## src/rtl/nts_pkg.sv

```systemverilog
// Shared types, character codes and helper functions of the numeric token scanner.
package nts_pkg;

    // Mode codes of the input word
    localparam logic [1:0] MODE_DEC32 = 2'd0;
    localparam logic [1:0] MODE_HEX32 = 2'd1;
    localparam logic [1:0] MODE_DEC64 = 2'd2;
    localparam logic [1:0] MODE_RSVD  = 2'd3;

    // Run limits, in bytes
    localparam logic [4:0] RUN_LIMIT_32 = 5'd23;
    localparam logic [4:0] RUN_LIMIT_64 = 5'd20;

    // Character codes
    localparam logic [7:0] CH_MINUS = 8'h2D;
    localparam logic [7:0] CH_DOT   = 8'h2E;
    localparam logic [7:0] CH_ZERO  = 8'h30;
    localparam logic [7:0] CH_NINE  = 8'h39;
    localparam logic [7:0] CH_A_UP  = 8'h41;
    localparam logic [7:0] CH_F_UP  = 8'h46;
    localparam logic [7:0] CH_A_LO  = 8'h61;
    localparam logic [7:0] CH_F_LO  = 8'h66;
    localparam logic [7:0] CH_X_UP  = 8'h58;
    localparam logic [7:0] CH_X_LO  = 8'h78;

    // Result buffer geometry
    localparam int unsigned FIFO_DEPTH = 4;
    localparam int unsigned FIFO_AW    = $clog2(FIFO_DEPTH);
    localparam int unsigned FIFO_CW    = $clog2(FIFO_DEPTH + 1);

    typedef struct packed {
        logic [7:0] text_byte;
        logic [1:0] mode;
        logic       end_of_text;
    } t_in_word;

    typedef struct packed {
        logic signed [63:0] value;
        logic               found;
        logic               saturated;
        logic               last_of_run;
    } t_out_word;

    // Results of one byte: up to two words, first in order
    typedef struct packed {
        logic [1:0] count;
        t_out_word  first;
        t_out_word  second;
    } t_step_res;

    typedef enum logic [5:0] {
        PH_SIGN         = 6'b000001,
        PH_AFTER_SIGN   = 6'b000010,
        PH_LEAD_ZERO    = 6'b000100,
        PH_AFTER_PREFIX = 6'b001000,
        PH_DIGITS       = 6'b010000,
        PH_STOP         = 6'b100000
    } t_phase;

    function automatic logic is_dec(input logic [7:0] c);
        return (c >= CH_ZERO) && (c <= CH_NINE);
    endfunction

    // Returns {valid, digit value}
    function automatic logic [4:0] hex_digit(input logic [7:0] c);
        logic [4:0] r;
        r = 5'd0;
        if (is_dec(c)) begin
            r = {1'b1, c[3:0]};
        end else if (((c >= CH_A_UP) && (c <= CH_F_UP)) ||
                     ((c >= CH_A_LO) && (c <= CH_F_LO))) begin
            r = {1'b1, c[3:0] + 4'd9};
        end
        return r;
    endfunction

    function automatic logic is_member(input logic [1:0] mode, input logic [7:0] c);
        logic [4:0] h;
        h = hex_digit(c);
        if (mode == MODE_HEX32) begin
            return h[4] || (c == CH_MINUS) || (c == CH_DOT) ||
                   (c == CH_X_LO) || (c == CH_X_UP);
        end
        return is_dec(c) || (c == CH_MINUS);
    endfunction

    // Final value of a token from its magnitude, sign and overflow flag
    function automatic logic [63:0] tok_value(input logic [1:0] mode, input logic neg,
                                              input logic ovf, input logic [63:0] acc);
        logic [63:0] mag;
        mag = neg ? (64'd0 - acc) : acc;
        if (mode == MODE_HEX32) begin
            return ovf ? {32'd0, 32'hFFFF_FFFF} : {32'd0, mag[31:0]};
        end
        return mag;
    endfunction

endpackage

```

## src/rtl/numeric_token_scanner.sv

```systemverilog
// Numeric token scanner: input register, conversion core and result buffer.
// Flow: a byte accepted into the input register is converted when the result buffer
// can take two words; its result words are written into the buffer and offered from there.
// Throughput: one byte per cycle while each byte yields at most one word and the
// output is taken; a two-word byte sends both through the single output port in turn.
// Reset (synchronous, active low) closes any open token and empties the buffer.
module numeric_token_scanner
    import nts_pkg::*;
(
    input  logic      i_clk,
    input  logic      i_rst_n,
    input  logic      i_in_valid,
    output logic      o_in_ready,
    input  t_in_word  i_in_word,
    output logic      o_out_valid,
    input  logic      i_out_ready,
    output t_out_word o_out_word
);

    logic                 r_in_vld;
    t_in_word             r_in_word;
    t_out_word            r_fifo [FIFO_DEPTH];
    logic [FIFO_AW-1:0]   r_wr_ptr, r_rd_ptr;
    logic [FIFO_CW-1:0]   r_cnt;

    logic [FIFO_CW-1:0]   n_cnt;
    logic                 proceed, pop;
    logic [1:0]           push_n;
    t_step_res            res;

    // The core steps only when the buffer can take two words.
    assign proceed    = r_in_vld && (r_cnt <= FIFO_CW'(FIFO_DEPTH - 2));
    assign o_in_ready = !r_in_vld || proceed;
    assign pop        = o_out_valid && i_out_ready;
    assign push_n     = proceed ? res.count : 2'd0;
    assign n_cnt      = r_cnt + FIFO_CW'(push_n) - FIFO_CW'(pop);

    assign o_out_valid = (r_cnt != '0);
    assign o_out_word  = r_fifo[r_rd_ptr];

    nts_core u_core (
        .i_clk  (i_clk),
        .i_rst_n(i_rst_n),
        .i_step (proceed),
        .i_word (r_in_word),
        .o_res  (res)
    );

    always_ff @(posedge i_clk) begin
        if (!i_rst_n) begin
            r_in_vld <= 1'b0;
            r_wr_ptr <= '0;
            r_rd_ptr <= '0;
            r_cnt    <= '0;
        end else begin
            if (o_in_ready) begin
                r_in_vld <= i_in_valid;
            end
            r_wr_ptr <= r_wr_ptr + FIFO_AW'(push_n);
            if (pop) begin
                r_rd_ptr <= r_rd_ptr + FIFO_AW'(1);
            end
            r_cnt <= n_cnt;
        end
    end

    always_ff @(posedge i_clk) begin
        if (o_in_ready && i_in_valid) begin
            r_in_word <= i_in_word;
        end
        if (push_n != 2'd0) begin
            r_fifo[r_wr_ptr] <= res.first;
        end
        if (push_n == 2'd2) begin
            r_fifo[r_wr_ptr + FIFO_AW'(1)] <= res.second;
        end
    end

endmodule

```

## src/rtl/nts_core.sv

```systemverilog
// Per-byte token state and conversion step of the numeric token scanner.
module nts_core
    import nts_pkg::*;
(
    input  logic      i_clk,
    input  logic      i_rst_n,
    input  logic      i_step,
    input  t_in_word  i_word,
    output t_step_res o_res
);

    logic        r_in_token;
    logic [1:0]  r_mode;
    logic [4:0]  r_count;
    t_phase      r_phase;
    logic        r_neg;
    logic [63:0] r_acc;
    logic        r_ovf;

    logic        n_in_token;
    logic [7:0]  c;
    logic [1:0]  m_eff;
    logic        still, emit_a, start, in_run, emit_b, emit_c, in_keep, not_found;
    logic        has_s;
    logic [1:0]  s_mode;
    logic [4:0]  s_count, f_count;
    t_phase      s_phase, f_phase;
    logic        s_neg, f_neg, s_ovf, f_ovf;
    logic [63:0] s_acc, f_acc;
    logic [4:0]  hex;
    logic        do_acc;
    logic [63:0] bound;
    logic [67:0] wide;
    logic [4:0]  limit;
    t_out_word   w_a, w_s, w_nf;

    always_comb begin
        c      = i_word.text_byte;
        m_eff  = (i_word.mode == MODE_RSVD) ? MODE_DEC32 : i_word.mode;
        still  = r_in_token && is_member(r_mode, c);
        emit_a = r_in_token && !still;
        start  = !still && is_member(m_eff, c);
        in_run = still || start;

        if (start) begin
            s_mode  = m_eff;
            s_count = 5'd0;
            s_phase = PH_SIGN;
            s_neg   = 1'b0;
            s_acc   = 64'd0;
            s_ovf   = 1'b0;
        end else begin
            s_mode  = r_mode;
            s_count = r_count;
            s_phase = r_phase;
            s_neg   = r_neg;
            s_acc   = r_acc;
            s_ovf   = r_ovf;
        end

        // Conversion phase walk, strtol style
        hex     = hex_digit(c);
        do_acc  = 1'b0;
        f_phase = s_phase;
        f_neg   = s_neg;
        if (s_phase != PH_STOP) begin
            if ((s_phase == PH_SIGN) && (c == CH_MINUS)) begin
                f_neg   = 1'b1;
                f_phase = PH_AFTER_SIGN;
            end else if (s_mode != MODE_HEX32) begin
                if (is_dec(c)) begin
                    do_acc  = 1'b1;
                    f_phase = PH_DIGITS;
                end else begin
                    f_phase = PH_STOP;
                end
            end else if (((s_phase == PH_SIGN) || (s_phase == PH_AFTER_SIGN)) &&
                         (c == CH_ZERO)) begin
                f_phase = PH_LEAD_ZERO;
            end else if ((s_phase == PH_LEAD_ZERO) && ((c == CH_X_LO) || (c == CH_X_UP))) begin
                f_phase = PH_AFTER_PREFIX;
            end else if (hex[4]) begin
                do_acc  = 1'b1;
                f_phase = PH_DIGITS;
            end else begin
                f_phase = PH_STOP;
            end
        end

        case (s_mode)
            MODE_HEX32: bound = 64'h0000_0000_FFFF_FFFF;
            MODE_DEC64: bound = s_neg ? 64'h8000_0000_0000_0000 : 64'h7FFF_FFFF_FFFF_FFFF;
            default:    bound = s_neg ? 64'h0000_0000_8000_0000 : 64'h0000_0000_7FFF_FFFF;
        endcase

        // acc * base + digit, compared with the bound, replaces the division test
        if (s_mode == MODE_HEX32) begin
            wide = {s_acc, 4'd0};
        end else begin
            wide = {1'b0, s_acc, 3'd0} + {3'd0, s_acc, 1'b0};
        end
        wide = wide + {64'd0, hex[3:0]};

        f_acc = s_acc;
        f_ovf = s_ovf;
        if (do_acc && !s_ovf) begin
            if (wide > {4'd0, bound}) begin
                f_ovf = 1'b1;
                f_acc = bound;
            end else begin
                f_acc = wide[63:0];
            end
        end

        f_count = s_count + 5'd1;
        limit   = (s_mode == MODE_DEC64) ? RUN_LIMIT_64 : RUN_LIMIT_32;
        emit_b  = in_run && (f_count >= limit);
        in_keep = in_run && !emit_b;
        emit_c  = i_word.end_of_text && in_keep;
        has_s   = emit_b || emit_c;
        not_found = i_word.end_of_text && !emit_a && !has_s;
        n_in_token = in_keep && !i_word.end_of_text;

        w_a.value       = $signed(tok_value(r_mode, r_neg, r_ovf, r_acc));
        w_a.found       = 1'b1;
        w_a.saturated   = r_ovf;
        w_a.last_of_run = !has_s;
        w_s.value       = $signed(tok_value(s_mode, f_neg, f_ovf, f_acc));
        w_s.found       = 1'b1;
        w_s.saturated   = f_ovf;
        w_s.last_of_run = 1'b1;
        w_nf.value       = 64'sd0;
        w_nf.found       = 1'b0;
        w_nf.saturated   = 1'b0;
        w_nf.last_of_run = 1'b1;

        o_res.count  = {1'b0, emit_a} + {1'b0, has_s} + {1'b0, not_found};
        o_res.first  = emit_a ? w_a : (has_s ? w_s : w_nf);
        o_res.second = w_s;
    end

    always_ff @(posedge i_clk) begin
        if (!i_rst_n) begin
            r_in_token <= 1'b0;
            r_mode     <= MODE_DEC32;
            r_count    <= 5'd0;
            r_phase    <= PH_SIGN;
            r_neg      <= 1'b0;
            r_acc      <= 64'd0;
            r_ovf      <= 1'b0;
        end else if (i_step) begin
            r_in_token <= n_in_token;
            if (in_run) begin
                r_mode  <= s_mode;
                r_count <= f_count;
                r_phase <= f_phase;
                r_neg   <= f_neg;
                r_acc   <= f_acc;
                r_ovf   <= f_ovf;
            end
        end
    end

endmodule

```

## config.mk

```make
export PLATFORM = sky130hd
export DESIGN_NAME = numeric_token_scanner
export DESIGN_NICKNAME = d
export VERILOG_FILES = /design/src/rtl/nts_pkg.sv /design/src/rtl/numeric_token_scanner.sv /design/src/rtl/nts_core.sv
export SDC_FILE = /design/constraint.sdc
export NUM_CORES = 1
export LEC_CHECK = 0
export BUFFER_PORTS_ARGS = -buffer_cell sky130_fd_sc_hd__buf_2
export CAP_MARGIN = 10
export CORE_MARGIN = 8
export CORE_UTILIZATION = 40
export CTS_CLUSTER_DIAMETER = 100
export DETAILED_ROUTE_END_ITERATION = 12
export GPL_TIMING_DRIVEN = 1
export PLACE_DENSITY = 0.52
export SYNTH_ARGS = -nofsm -noshare
export SYNTH_HDL_FRONTEND = slang
export SYNTH_SLANG_ARGS = --single-unit
```

## constraint.sdc

```tcl
create_clock -name i_clk -period 21.5 [get_ports i_clk]
set_clock_uncertainty 0.1 [all_clocks]
set_input_delay 2.15 -clock i_clk [delete_from_list [all_inputs] [get_ports i_clk]]
set_output_delay 2.15 -clock i_clk [all_outputs]
set_load 0.01 [all_outputs]
```

* Yosys cells after proc, flatten, opt, wreduce, memory -nomap -nowiden
Memory sizes are Yosys's and may differ from the RTL's. A register that Yosys moved wholly into a read port is not among the register bits.
Cells that the tools add are included.
W data, S select, Z words.
** Word-level totals
- Memories :: 1
- Input bits :: 15
- Memory bits (writable) :: 268
- ROM bits :: 0
- Bits in registers :: 99
- Output and inout bits :: 69
- Logic and storage cells :: 151
- Bits in latches :: 0
** Operators by class
- Reductions and logical operators :: 40
- Equal/unequal tests :: 16
- Magnitude comparators :: 9
- Bitwise logic cells :: 0
- Multiply operators :: 0
- Shift-type cells :: 0
- Multiplexer cells :: 58
- $add $sub $neg :: 13
- Divide/modulo/power cells :: 0
** Memories
- r_fifo :: words 4, width 67, read ports 1, clocked after memory_dff 1, wr ports 2, line numeric_token_scanner.sv:22 : t_out_word r_fifo [FIFO_DEPTH];
** Operators with widths (number)
- $mux W64 :: 10
- $mux W67 :: 2
- $pmux W64 S2 :: 1
- $sub A1 B64 Y64 const A :: 2
- $mux W32 :: 3
- $add A67 B65 Y68 :: 1
- $add A68 B4 Y68 :: 1
- $gt A68 B64 Y1 :: 1
- $mux W68 :: 1
- $mux W6 :: 8
- $eq A8 B6 Y1 const B :: 3
- $mux W1 :: 24
- $logic_and A1 B1 Y1 :: 19
- $eq A8 B7 Y1 const B :: 2
- $ge A8 B7 Y1 const B :: 2
- $le A8 B7 Y1 const B :: 2
- $mux W5 :: 3
- $mux W2 :: 6
- $logic_or A1 B1 Y1 :: 11
- $ge A8 B6 Y1 const B :: 1
- $le A8 B6 Y1 const B :: 1
- $logic_not A1 Y1 :: 7
- $eq A2 B1 Y1 const B :: 3
- $eq A2 B2 Y1 const B :: 3
- 18 further kinds :: 19

* Logic depth before layout (Yosys ltp)
Gate-level depths: netlist (run 1).
- Word-level depth :: 31
- Mapped depth :: 74
- Gate-level depth less buffers :: 49

* Modules after synthesis
Synthesis (run 1) repeated with hierarchy kept, for this count alone.
** Second synthesis, totals
- Cell total of the unflattened synthesis :: 3603
- Area total of the unflattened synthesis :: 32944.1 um2
** By module, submodules not included
- nts_core :: cells each 2879, area an instance 19087.1 um2, seq. area each 1601.5 um2, instances 1
- numeric_token_scanner :: cells each 724, area an instance 13857.0 um2, seq. area each 8578.2 um2, instances 1

* Worst setup path after synthesis (run 1)
No wires, ideal clock.
- Path type :: flip-flop to flip-flop
- Start point :: register r_in_word[3] (netlist bit)
- End point :: memory r_fifo[1][31] (netlist bit) (data pin)
- Data required time :: 21125 ps
- Buffers on the path :: 24
- Setup time :: 275 ps
- Arrival :: 15010 ps
- Slack :: 6115 ps
- Period minus slack after synthesis :: 15385 ps
- Cell stages (with the launch flop) :: 67
- Cells stage by stage :: edfxtp_1 inv_1 ha_1 o21ba_1 o211a_1 or4_1 buf_4 nand3_2 buf_2 clkbuf_1 clkbuf_1 clkbuf_1 clkbuf_1 clkbuf_1 clkbuf_1 clkbuf_1 nor3b_1 a21oi_1 (+31 left out) or3_1 o2111ai_1 nand3_1 nand4_1 nor2_2 buf_6 buf_4 clkbuf_1 a211oi_1 a21oi_1 ha_1 inv_1 a221oi_1 nand4_1 or4_4 or3_1 o31ai_2 o32ai_1
** RTL lines
- from (decl) :: line numeric_token_scanner.sv:21 : t_in_word r_in_word;
- from (signal assigned) :: line numeric_token_scanner.sv:69 : r_in_word <= i_in_word;
- to (decl) :: line numeric_token_scanner.sv:22

==> impl_metrics.yaml, run 1 <==
global_routing:
  antenna_found_initial: 1
  track_usage: 0.272
  grt_pass1_wl_um: 191000
  grt_max_degree: 76
  gr-total-overflow: 0
  first_global_vias: 29306
sta:
  setup_viol: 0
  fmax_mhz: 69.4
  slew_headroom: 0.146
  rsz0062_at_grt: "no"
  worst_pin_slew_ns: 1.28
  finalWorstSetupSlack_ns: 7.09
  fin_setup_tns_ns: 0
  slew_violations: 0
  hold_violations: 0
  period_share: 0.670
  post-route-min-period_ns: 14.41
pwr:
  power.net_switching_uw: 553
  p_seq_frac: 0.437
  p_leak_nw: 12.0
  clkPwrFrac: 0.351
  power.density_nw_per_um2: 53.2
  max-vdd-ir-drop_mv: 0.0520
  intPower_mw: 1.30
  netSwitchingFraction: 0.299
  p_comb_frac: 0.212
logic_synthesis:
  async_flop_share: 0
  synth_cells: 3858
  yosysUniqueCellTypes: 123
  synth.yosys.seq_area_share: 0.311
  synth_edf_count: 271
  synth-seq-cells: 369
  synth_fp_nets: 4004
  avgSynthCellArea_um2: 8.41
  yosysWarnings: 0
  synth_top_area_cell: "edfxtp_1"
  synth_top_area_share: 0.251
  synth_ff_type: "edfxtp_1"
  syn_area_um2: 32400
  synth.area.top_cells: "edfxtp_1 (25%), dfxtp_1 (6.0%), nand2_1 (5.3%), ha_1 (4.9%), mux4_2 (4.7%)"
floorplan:
  start_util: 0.403
  rows: 104
  ios: 84
  fp.dieArea_um2: 90400
  fp.coreArea_um2: 80400
  die_height_um: 301
  die_w_um: 301
clock_tree:
  cts_tree: "built"
  worstSkewPairLatency_ns: 0.56
  cts_root_buf: "clkbuf_16"
  hold_buffers: 0
  path_clk_slew_ns: 0.06
  cts_buffers: 39
  cts_resized: 0
  cts_sinks: 369
  htree_levels: 2
  cts_setup_buffers: 0
  clockBufferDepth: 3
run_status:
  status: "finished clean"
route:
  first_pass_iters: 6
  drc: 0
  vias: 31542
  wl_per_cell_um: 26.6
  drtIter0Drc: 3673
  vias_per_cell: 6.50
  wl_um: 129000
  postRouteAntennaNets: 0
setup_path:
  required_ns: 21.65
  slowest_stage: "nor3_4"
  timing.rr.end: "r_fifo[0][51]"
  setup.worst_path.class: "reg -> reg"
  critPathArrivalTime_ns: 14.56
  ff2ff_path_depth: 50
  critPathMaxStageDelay_ns: 0.77
  rrSetupSlack_ns: 7.09
  critPathLaunchType: "flip-flop"
  crit_path_frequent_cell: "a21oi_1"
  cp-startpoint: "r_in_word[3]"
  timing.rr.start: "r_in_word[3]"
  crit_path_end: "r_fifo[0][51]"
  crit_fanout: 55
  endpoint_kind: "flip-flop"
cells_and_area:
  multiInputGateArea_um2: 20900
  antenna_cells: 0
  syn_to_final_growth_pct: 7.37
  ff_latch_area_um2: 10100
  drive_gt1_frac: 0.110
  num-nets-final: 3910
  num-fill-cells: 8085
flow_run:
  cap_violations: 0
placement:
  dpl_worst_slack_ns: 7.30
  hpwlAfterDp_um: 94900
  finalWeightedCongestion: 0.996
  port_buffers: 83
hold_path:
  hold_path_class: "reg -> reg"
[sequential cells by signal, summed over array words and instances (netlist names), named ones only]
signal,flops
r_fifo,268
u_core.r_acc,64
r_in_word,11
u_core.r_phase,6
u_core.r_count,5
r_cnt,3
r_rd_ptr,2
r_wr_ptr,2
u_core.r_mode,2
r_in_vld,1
u_core.r_in_token,1
u_core.r_neg,1
u_core.r_ovf,1
[per-stage QoR]
step	util	power [mW]	area [um2]	hold slack [ns]	cells
after global placement	0.418	1.22	33600	0.343	4781
after CTS	0.433	1.87	34800	0.359	4854
after detailed placement	0.418	1.22	33600	0.345	4782
after global routing	0.433	1.92	34800	0.385	4855
final	0.433	1.85	34800	0.360	4855
after floorplan	-	1.09	32400	0.331	3858
[critical path: cells and delay by family (launching register included)]
kind                       cells  cell delay, ns
adders and majority gates      5            1.38
buffers and inverters          7            1.86
xor gates and xnor gates       2            0.62
DFF                            1            0.49
AOI/OAI and AO/OA             16            3.45
and+or+nand+nor               20            6.11
[worst min path at each step]
stage | start | depth (start not counted) | to
floorplan | r_fifo[2][2] | 1 | r_fifo[2][2]
global placement | r_fifo[3][2] | 1 | r_fifo[3][2]
detailed placement | r_fifo[2][2] | 1 | r_fifo[2][2]
CTS | r_fifo[2][2] | 1 | r_fifo[2][2]
global route | r_fifo[3][2] | 1 | r_fifo[3][2]
finish | r_fifo[2][2] | 1 | r_fifo[2][2]
[area by class of cell]
| class | instances | share of cell area |
|---|---|---|
| sequential | 369 | 0.290 |
| clock inverter | 23 | 0.00438 |
| timing repair buffer | 153 | 0.0270 |
| multi-input combinational | 3117 | 0.601 |
| tap | 1060 | 0.0381 |
| inverter | 84 | 0.00906 |
| clock buffer | 49 | 0.0297 |
[placed cells by master (no fill, tap or decap), types with 18 or more instances in the layout]
cell type	synthesis	routed
ha_1	128	127
a21o_1	57	56
xor2_1	65	65
o21ai_0	229	229
a211oi_1	68	68
dfxtp_1	98	95
nand3_1	84	84
o22ai_1	150	150
inv_1	83	81
nand2_1	454	451
clkbuf_16	0	40
o21a_1	19	18
nand4_1	67	67
and2_1	64	63
o211ai_1	35	35
nor2_1	367	363
buf_4	7	68
nand2b_1	30	30
mux4_2	67	67
mux2i_1	29	29
a221oi_1	22	22
o21ai_1	76	76
nor4_1	39	39
xnor2_1	147	147
or4_1	24	24
o31ai_1	39	38
nor2b_1	23	23
or3_1	39	37
and3_1	28	28
nor3_1	92	92
buf_2	30	83
edfxtp_1	271	271
a31oi_1	36	36
a21oi_1	232	230
or2_2	24	24
[routing by layer]
layer | global-route usage | vias to the layer above | wire, um
met5 | 0 | - | 13
met4 | 0.0807 | 2 | 4040
met3 | 0.0333 | 218 | 10100
met2 | 0.409 | 1457 | 55100
met1 | 0.404 | 15375 | 59800
li1 | - | 14490 | -
[logic make-up (layout without fill, tap and decap cells)]
group           after synthesis  in the layout  share of synthesized area
xor+xnor                    222            222                     0.0623
simple gates               1435           1435                      0.218
compound gates             1221           1221                      0.251
mux                         107            107                     0.0593
fa+ha+maj                   132            132                     0.0515
buf+inv                     372            309                     0.0464
flops                       369            369                      0.311
[power groups by stage]
stage	Sequential, mW	Combinational (mW)	Clock, mW
after floorplan	0.804	0.282	0
final	0.810	0.392	0.649
after global placement	0.826	0.396	0
after CTS	0.812	0.397	0.662
after detailed placement	0.827	0.396	0
after global routing	0.815	0.424	0.682
[cells in the mapped netlist, drive strengths merged (13+ instances only)]
master,number
o22a,15
edfxtp,271
a311oi,13
o22ai,151
a21o,57
nor3,96
o21a,19
o211ai,37
nand2,455
and3,28
nor2b,23
or3,39
clkbuf,216
and2,67
nand3,87
xnor2,157
nand2b,30
a211oi,73
ha,128
dfxtp,98
or2,25
nor4,42
o21ai,306
o31ai,41
a21oi,234
or4,26
xor2,65
buf,72
mux4,67
nor2,368
inv,83
a221oi,24
o41ai,15
o221ai,17
nand4,68
a31oi,40
o32ai,17
mux2i,29
Power figures use the tool's default switching activity.
==> run 2, diff against run 1 <==
- PLACE_DENSITY: 0.52 -> 0.54
- clock period: 21.5 -> 12.8 ns (I/O delays scaled with it)
==> run 2 against run 1 <==
Against the previous run: core utilization is 0.95 points higher; clock-buffer cell count is 7 higher; power is 68% higher; sequential power is 69% higher; sequential cell count stayed put; non-clock buffer count is 89 higher; clock power is 65% higher; combinational power is 72% higher; sequential share of layout area is 0.63 points lower; hold slack better by 0.012 ns; global-route usage is 0.54 points lower; first-iteration DRC count is 1.4% lower; largest power group unchanged; highest routed layer unchanged.
==> impl_metrics.yaml, run 2 (synthesis results as in run 1) <==
route:
  vias_per_cell: 6.44
  drtIter0Drc: 3621
  postRouteAntennaNets: 0
  drc: 0
  dr_wl_met2_um: 54000
  wl_per_cell_um: 25.5
  topRoutingLayerUsed: "met5"
  wl_um: 126000
  vias: 31789
  drt-met1-wl_um: 57100
  route.met3.wl_um: 10400
  first_pass_iters: 7
clock_tree:
  hold_buffers: 0
  cts_buffers: 38
  cts_root_buf: "clkbuf_16"
  worstSkewPairLatency_ns: 0.54
  cts_sinks: 369
  htree_levels: 2
  path_clk_slew_ns: 0.06
  clockBufferDepth: 3
  cts_tree: "built"
global_routing:
  grt_pass1_wl_um: 189000
  gr-total-overflow: 0
  antenna_found_initial: 1
  track_usage: 0.266
  first_global_vias: 29651
  grt_max_degree: 72
placement:
  place_area_um2: 34400
  hpwlAfterDp_um: 92700
  finalWeightedCongestion: 0.985
  dp_cells: 4872
  port_buffers: 83
sta:
  fin_setup_tns_ns: 0
  hold_slack_ns: 0.372
  slew_headroom: 0.290
  slew_violations: 0
  worst_pin_slew_ns: 1.06
  period_share: 0.937
  fmax_mhz: 83.4
  rsz0062_at_grt: "no"
  hold_violations: 0
  post-route-min-period_ns: 12.00
  setup_viol: 0
cells_and_area:
  num-nets-final: 3998
  largest_register_ffs: 268
  syn_to_final_growth_pct: 9.73
  stdcell_count: 4939
  antenna_cells: 0
  regMostFlops: "r_fifo"
  stdcell_area_um2: 35600
  final_common_cell: "nand2_1"
  reg_top3: "r_fifo (268), u_core.r_acc (64), r_in_word (11)"
  drive_gt1_frac: 0.134
  final_cell_mix: "nand2_1 (451), nor2_1 (363), edfxtp_1 (271)"
setup_path:
  cp-startpoint: "r_in_word[6]"
  required_ns: 12.95
  critPathMaxStageDelay_ns: 0.80
  endpoint_kind: "flip-flop"
  timing.rr.start: "r_in_word[6]"
  slowest_stage: "a211oi_1"
  critPathArrivalTime_ns: 12.15
  crit_path_frequent_cell: "a211oi_1"
  setup.worst_path.class: "reg -> reg"
  critPathLaunchType: "flip-flop"
  crit_fanout: 16
  rrSetupSlack_ns: 0.80
floorplan:
  die_height_um: 301
  start_util: 0.403
  ios: 84
  fp.coreArea_um2: 80400
  fp.dieArea_um2: 90400
  rows: 104
  die_w_um: 301
pwr:
  power.density_nw_per_um2: 87.6
  max-vdd-ir-drop_mv: 0.0851
  p_leak_nw: 12.5
flow_run:
  cap_violations: 0
hold_path:
  hold_path_class: "reg -> reg"
  hold_start: "r_fifo[3][2]"
run_status:
  status: "finished clean"
[run 2: cell types whose count changed in the layout (fill, tap and decap cells not counted), sizes merged]
cell | before | now
buf | 151 | 242
bufinv | 1 | 0
clkbuf | 50 | 56
clkdlybuf4s18 | 1 | 0
clkinv | 21 | 10
[run 2: timing repair]
item	in CTS	in global routing
resized for setup	0	4
setup endpoints to repair	0	200
buffers inserted	0	0
[run 2: layout make-up]
cell class	count	area [um2]
Tap cell	1060	1330
Sequential cell	369	10100
Multi-Input combinational cell	3117	21000
Clock inverter	11	61.3
Fill cell	8056	44800
Timing Repair Buffer	242	1630
Inverter	84	315
Clock buffer	56	1110
[run 2: where the power goes]
part | internal [mW] | switching [mW]
combinational | 0.293 | 0.382
clock | 0.603 | 0.471
sequential | 1.31 | 0.0551
[run 2: critical path, delay by kind of cell (launching register included)]
family                   cells  cell delay [ns]
AO/OA/AOI/OAI               16             4.53
flip-flops                   1             0.49
AND/OR/NAND/NOR             16             4.52
adder cells (fa/ha/maj)      3             0.89
XOR/XNOR                     2             0.62
buffers and inverters        4             0.52
[run 2: metal layers]
metal / track usage / vias to the layer above
met5: 0 / -
met2: 0.401 / 1551
met3: 0.0328 / 224
met4: 0.0865 / 2
li1: - / 14632
met1: 0.393 / 15380
[run 2: path summary, 6_finish.rpt]
check	end	cells after the start
max	r_fifo[0][47]	41
min	r_fifo[3][2]	1
max reg2reg	r_fifo[0][47]	41
min reg2reg	r_fifo[3][2]	1
[run 2: per-stage QoR]
| step | util | worst slack (ns) | power (mW) |
|---|---|---|---|
| final | 0.443 | 0.804 | 3.12 |
| after global routing | 0.443 | 0.0288 | 3.23 |
| after CTS | 0.442 | 0.582 | 3.14 |
| after detailed placement | 0.428 | 0.575 | 2.08 |
| after global placement | 0.428 | 0.871 | 2.07 |
| after floorplan | - | 0.00751 | 1.83 |
